[config.mk]
export PLATFORM = sky130hd
export DESIGN_NAME = plil_cell
export DESIGN_NICKNAME = d
export VERILOG_FILES = /design/src/rtl/core/positional_list_insert_delete_search_macros.svh /design/src/rtl/core/plil_pkg.sv /design/src/rtl/core/plil_cell.sv
export SDC_FILE = /design/constraint.sdc
export NUM_CORES = 1
export LEC_CHECK = 0
export BUFFER_PORTS_ARGS = -buffer_cell sky130_fd_sc_hd__buf_2
export CAP_MARGIN = 15
export CELL_PAD_IN_SITES_DETAIL_PLACEMENT = 2
export CELL_PAD_IN_SITES_GLOBAL_PLACEMENT = 2
export CORE_MARGIN = 1.5
export CORE_UTILIZATION = 23
export CTS_CLUSTER_DIAMETER = 60
export DETAILED_ROUTE_END_ITERATION = 16
export HOLD_SLACK_MARGIN = 0.12
export PLACE_DENSITY_LB_ADDON = 0.3
export SLEW_MARGIN = 30
export SYNTH_ARGS = -nofsm -noshare
export SYNTH_HDL_FRONTEND = slang
export SYNTH_SLANG_ARGS = --single-unit
export TNS_END_PERCENT = 5
[constraint.sdc]
create_clock -name clock -period 4.1 [get_ports clock]
set_input_delay 0.615 -clock clock [delete_from_list [all_inputs] [get_ports clock]]
set_output_delay 0.615 -clock clock [all_outputs]
set_load 0.03 [all_outputs]
[src/rtl/core/positional_list_insert_delete_search_macros.svh]
// ----------------------------------------------------------------------------
// Positional list assertion macros
// Concurrent check wrappers shared by the list RTL.
// ----------------------------------------------------------------------------
`ifndef POSITIONAL_LIST_INSERT_DELETE_SEARCH_MACROS_SVH
`define POSITIONAL_LIST_INSERT_DELETE_SEARCH_MACROS_SVH

// condition holds at every edge out of reset
`define PLIL_ASSERT_ALWAYS(label, clk, rst, cond) \
   label: assert property (@(posedge clk) disable iff (rst) (cond)) \
      else $error("positional list check failed");

// antecedent at one edge implies consequent at the next
`define PLIL_ASSERT_NEXT(label, clk, rst, ante, cons) \
   label: assert property (@(posedge clk) disable iff (rst) (ante) |=> (cons)) \
      else $error("positional list sequence check failed");

`endif

[src/rtl/core/plil_pkg.sv]
// ----------------------------------------------------------------------------
// Positional list package
// Sizes, codes and command types shared by the list cells, tree and top.
// ----------------------------------------------------------------------------
package plil_pkg;

   localparam int CAPACITY = 128;

   localparam int VAL_W    = 32;
   localparam int OP_W     = 3;
   localparam int POS_W    = 8;
   localparam int STATUS_W = 2;
   localparam int FOUND_W  = 7;
   localparam int ECNT_W   = 8;

   localparam int IDX_W    = $clog2(CAPACITY);
   localparam int CNT_W    = $clog2(CAPACITY + 1);
   localparam int CMP_W    = (CNT_W > POS_W) ? CNT_W : POS_W;
   localparam int LEVELS   = IDX_W;
   localparam int LEAVES   = 1 << LEVELS;
   localparam int WAIT_W   = $clog2(LEVELS + 1);

   typedef enum logic [OP_W-1:0] {
      OP_CLEAR  = 3'd0,
      OP_APPEND = 3'd1,
      OP_READ   = 3'd2,
      OP_INSERT = 3'd3,
      OP_DELETE = 3'd4,
      OP_SEARCH = 3'd5
   } op_type;

   typedef enum logic [STATUS_W-1:0] {
      ST_OK      = 2'd0,
      ST_FULL    = 2'd1,
      ST_BAD_POS = 2'd2,
      ST_NO_KEY  = 2'd3
   } status_type;

   typedef enum logic [1:0] {
      ACT_HOLD,
      ACT_WRITE,
      ACT_INSERT,
      ACT_DELETE
   } action_type;

   typedef enum logic [1:0] {
      PRB_NONE,
      PRB_SELECT,
      PRB_MATCH
   } probe_type;

   typedef enum logic [1:0] {
      S_IDLE,
      S_EXEC,
      S_TREE,
      S_EMIT
   } state_type;

   typedef struct packed {
      action_type               action;
      probe_type                probe;
      logic [CMP_W-1:0]         pos;
      logic [CMP_W-1:0]         count;
      logic signed [VAL_W-1:0]  value;
   } cmd_type;

   typedef struct packed {
      logic                     hit;
      logic [IDX_W-1:0]         index;
      logic signed [VAL_W-1:0]  data;
   } node_type;

endpackage

[src/rtl/core/plil_cell.sv]
// ----------------------------------------------------------------------------
// Positional list cell
// One list entry: writes, shifts with its neighbors and flags a probe hit.
// ----------------------------------------------------------------------------
module plil_cell (
   input  logic                              clock,
   input  plil_pkg::cmd_type                 cmd,
   input  logic [plil_pkg::CMP_W-1:0]        index,
   input  logic signed [plil_pkg::VAL_W-1:0] left_data,
   input  logic signed [plil_pkg::VAL_W-1:0] right_data,
   output logic signed [plil_pkg::VAL_W-1:0] data,
   output logic                              hit
);
   import plil_pkg::*;

   logic signed [VAL_W-1:0] data_ff, data_in;
   logic                    hit_ff, hit_in;
   logic                    in_use;

   assign in_use = index < cmd.count;

   always_comb begin
      data_in = data_ff;
      case (cmd.action)
         ACT_WRITE: begin
            if (index == cmd.pos) data_in = cmd.value;
         end
         ACT_INSERT: begin
            if (index == cmd.pos) data_in = cmd.value;
            else if (index > cmd.pos) data_in = left_data;
         end
         ACT_DELETE: begin
            if (index >= cmd.pos) data_in = right_data;
         end
         default: data_in = data_ff;
      endcase
   end

   always_comb begin
      hit_in = hit_ff;
      case (cmd.probe)
         PRB_SELECT: hit_in = in_use && (index == cmd.pos);
         PRB_MATCH:  hit_in = in_use && (data_ff == cmd.value);
         default:    hit_in = hit_ff;
      endcase
   end

   always_ff @(posedge clock) begin
      data_ff <= data_in;
      hit_ff  <= hit_in;
   end

   assign data = data_ff;
   assign hit  = hit_ff;

endmodule

==> impl_results.rst <==
.. list-table::
   :header-rows: 1

   * - Metric
     - Value
   * - Share of synthesized flip-flops with an asynchronous set or reset
     - 0
   * - Tightest slew margin relative to the limit
     - 0.519
   * - Synthesis-stage register bit count
     - 33
   * - Yosys warning total
     - 0
   * - Number of enable-type register cells in the synthesized netlist
     - 33
   * - Quantity of I/O buffers inserted on ports
     - 157
   * - Largest family of logic cells by synthesized area
     - compound AO/OA/AOI/OAI gates
   * - Synth Area in Simple Gates
     - 0.0599
   * - Number of buffers added for setup after CTS
     - 0
   * - Max Fanout on Critical Path
     - 28
   * - Gate count after technology mapping
     - 249
   * - Dpl cells
     - 530
   * - Portion of netlist area occupied by mux cells
     - 0
   * - Cts hold-fix bufs
     - 0
   * - Per-cell via count in the routed design
     - 4.90
   * - TritonCTS sink count
     - 33
   * - Tightest Pin Transition
     - 722 ps
   * - Fmax achieved
     - 368 MHz
   * - CP endpoint kind
     - register
   * - Post-DP HPWL
     - 7650 um
   * - Final critical-path share of the clock period
     - 0.663
   * - Final number of setup-violating endpoints
     - 0
   * - Clock Latency Late Sink
     - 280 ps
   * - Count of pins over their slew limit
     - 0
   * - TritonCTS clock tree
     - built
   * - Leading cell type in the layout, fill and taps excluded
     - sky130_fd_sc_hd__buf_2
   * - Tot GR Track Use
     - 0.177
   * - Core footprint
     - 10200 um2
   * - Top-Level Pins
     - 158
   * - WP data arrival
     - 2720 ps
   * - Share of the yosys chip area belonging to registers
     - 0.413
   * - DRT iter0 DRCs
     - 78
   * - P per Cell Area
     - 321 nW/um2
   * - Wire length after detailed routing
     - 9790 um
   * - Fraction of the mapped netlist area in compound gates
     - 0.271
   * - Post-layout minimum cycle time
     - 2720 ps
   * - RSZ-0062 raised after global routing
     - no
   * - Vias in the first global route
     - 2954
   * - Proportion of layout cells with a drive suffix above 1
     - 0.425
   * - Endpoints failing hold
     - 0
   * - GRT Residual Overflow
     - 0
   * - Average size of a mapped cell
     - 9.64 um2
   * - First-pass iteration count of the detailed router
     - 4
   * - Top cells by area in the synthesized netlist
     - sky130_fd_sc_hd__edfxtp_1, sky130_fd_sc_hd__o22ai_1, sky130_fd_sc_hd__xor2_1
   * - Nets
     - 542
   * - DRC violation count after routing
     - 0
   * - Initial antenna violation count
     - 0
   * - H-tree depth
     - 2
   * - Number of clock buffers inserted by TritonCTS
     - 5
   * - Die area
     - 11100 um2
   * - Total Power
     - 1.10 mW
   * - Synth top area share
     - 0.413
   * - Kind of start point of the critical path
     - input port
   * - Width of the die
     - 105 um
   * - Post-CTS clock slew at the launch and capture registers of the worst setup and hold paths
     - 80 ps
   * - Most used cells in the layout excluding fill and tap cells
     - sky130_fd_sc_hd__buf_2, sky130_fd_sc_hd__o22ai_1, sky130_fd_sc_hd__a21oi_1
   * - Post-Layout Cell Count
     - 538
   * - Post-Route Hold Slack
     - 678 ps
   * - Aggregate negative setup slack
     - 0 ps
   * - Avg WL per Cell
     - 18.2 um
   * - Starting utilization of the core area
     - 0.235
   * - Number of inserted diodes
     - 0
   * - Pin count of the biggest net entering global routing
     - 37
   * - Wire length of the first global-routing pass
     - 15200 um
   * - Chip height
     - 105 um
   * - Static Leakage
     - 1.58 nW
   * - Data required time of the worst path
     - 4100 ps
   * - Synth area leader
     - sky130_fd_sc_hd__edfxtp_1
   * - Status
     - finished clean
   * - Critical path class
     - in2reg
   * - Number of gates resized after CTS
     - 0
   * - Worst ir drop on vdd
     - 0.116 mV
   * - Number of maximum-capacitance constraint violations
     - 0
   * - Number of unique standard cell types used by synthesis
     - 28
   * - XOR/XNOR share of the synthesized area
     - 0.117
   * - Clock root buffer master
     - sky130_fd_sc_hd__clkbuf_8
   * - Clock tree buffer depth
     - 2
   * - Floorplan row count
     - 37
   * - Growth of design area from synthesis to finish
     - 43.4%
   * - Most instantiated flip-flop cell in the synthesis netlist
     - sky130_fd_sc_hd__edfxtp_1
   * - Syn_nets
     - 390
   * - Mapped Area
     - 2400 um2
   * - Antenna Nets Post-Route
     - 0
   * - Worst Clk Skew
     - 9.44 ps
   * - Vias
     - 2636
   * - Final standard cell utilization of the core
     - 0.337
   * - Adder-cell area share of the yosys netlist
     - 0.0834
   * - Weighted congestion at the end of routability-driven global placement
     - 0.738
   * - Min-Delay Path Class
     - in2reg
layout make-up:
cell class	count	area (um2)
Inverter	19	71.3
Clock buffer	6	72.6
Timing Repair Buffer	161	816
Clock inverter	2	33.8
Tap cell	136	170
Fill cell	1169	6790
Sequential cell	33	991
Multi-Input combinational cell	181	1290
cell usage after synthesis (3+ instances only):
cell / n
sky130_fd_sc_hd__o22ai_1: 65
sky130_fd_sc_hd__nor4_1: 7
sky130_fd_sc_hd__edfxtp_1: 33
sky130_fd_sc_hd__inv_1: 19
sky130_fd_sc_hd__ha_1: 16
sky130_fd_sc_hd__buf_2: 3
sky130_fd_sc_hd__nand2_1: 6
sky130_fd_sc_hd__clkbuf_1: 11
sky130_fd_sc_hd__xor2_1: 31
sky130_fd_sc_hd__a21oi_1: 36
registers in the layout, summed over array words and instances (netlist names):
register  flops
hit           1
data         32
cell families (layout without fill, tap and decap cells):
family / count (synthesis) / after routing
buffers and inverters: 35 / 188
xor gates and xnor gates: 32 / 32
DFF: 33 / 33
and+or+nand+nor: 24 / 24
AOI/OAI and AO/OA: 109 / 109
adders and majority gates: 16 / 16
power breakdown:
| group | internal [mW] | switching (mW) | leakage, nW |
|---|---|---|---|
| Combinational | 0.133 | 0.222 | 1.21 |
| Sequential | 0.420 | 0.0234 | 0.315 |
| Clock | 0.180 | 0.126 | 0.0528 |
per-stage QoR:
step,setup slack (ps),instance area (um2)
after global placement,1170,3340
after detailed placement,1060,3340
final,1380,3440
after CTS,1360,3440
after floorplan,696,2400
after global routing,1200,3440
metal layers:
metal / wire length (um) / track usage / vias to the layer above
met2: 5020 / 0.323 / 81
met4: 154 / 0.0509 / 0
met5: 0 / 0 / -
li1: - / - / 1276
met3: 424 / 0.0312 / 11
met1: 4190 / 0.211 / 1268
final timing paths:
check        depth (start not counted)          startpoint  slack [ps]            endpoint
max reg2reg                          5  data[15]$_DFFE_PP_        2100       hit$_DFFE_PP_
min                                  3      right_data[11]         680  data[11]$_DFFE_PP_
min reg2reg                          4  data[21]$_DFFE_PP_         960       hit$_DFFE_PP_
max                                 10             cmd[46]        1380  data[21]$_DFFE_PP_
worst max-delay path, cell delays in order:
cell                      delay [ps]
sky130_fd_sc_hd__buf_2            90
sky130_fd_sc_hd__inv_1            40
sky130_fd_sc_hd__ha_1            290
sky130_fd_sc_hd__and4_1          230
sky130_fd_sc_hd__nand2_1         210
sky130_fd_sc_hd__buf_4           380
sky130_fd_sc_hd__nand2_1         230
sky130_fd_sc_hd__buf_4           340
sky130_fd_sc_hd__o22ai_1         180
sky130_fd_sc_hd__a21oi_1         100
No activity file was read; power rests on OpenSTA's default activity.
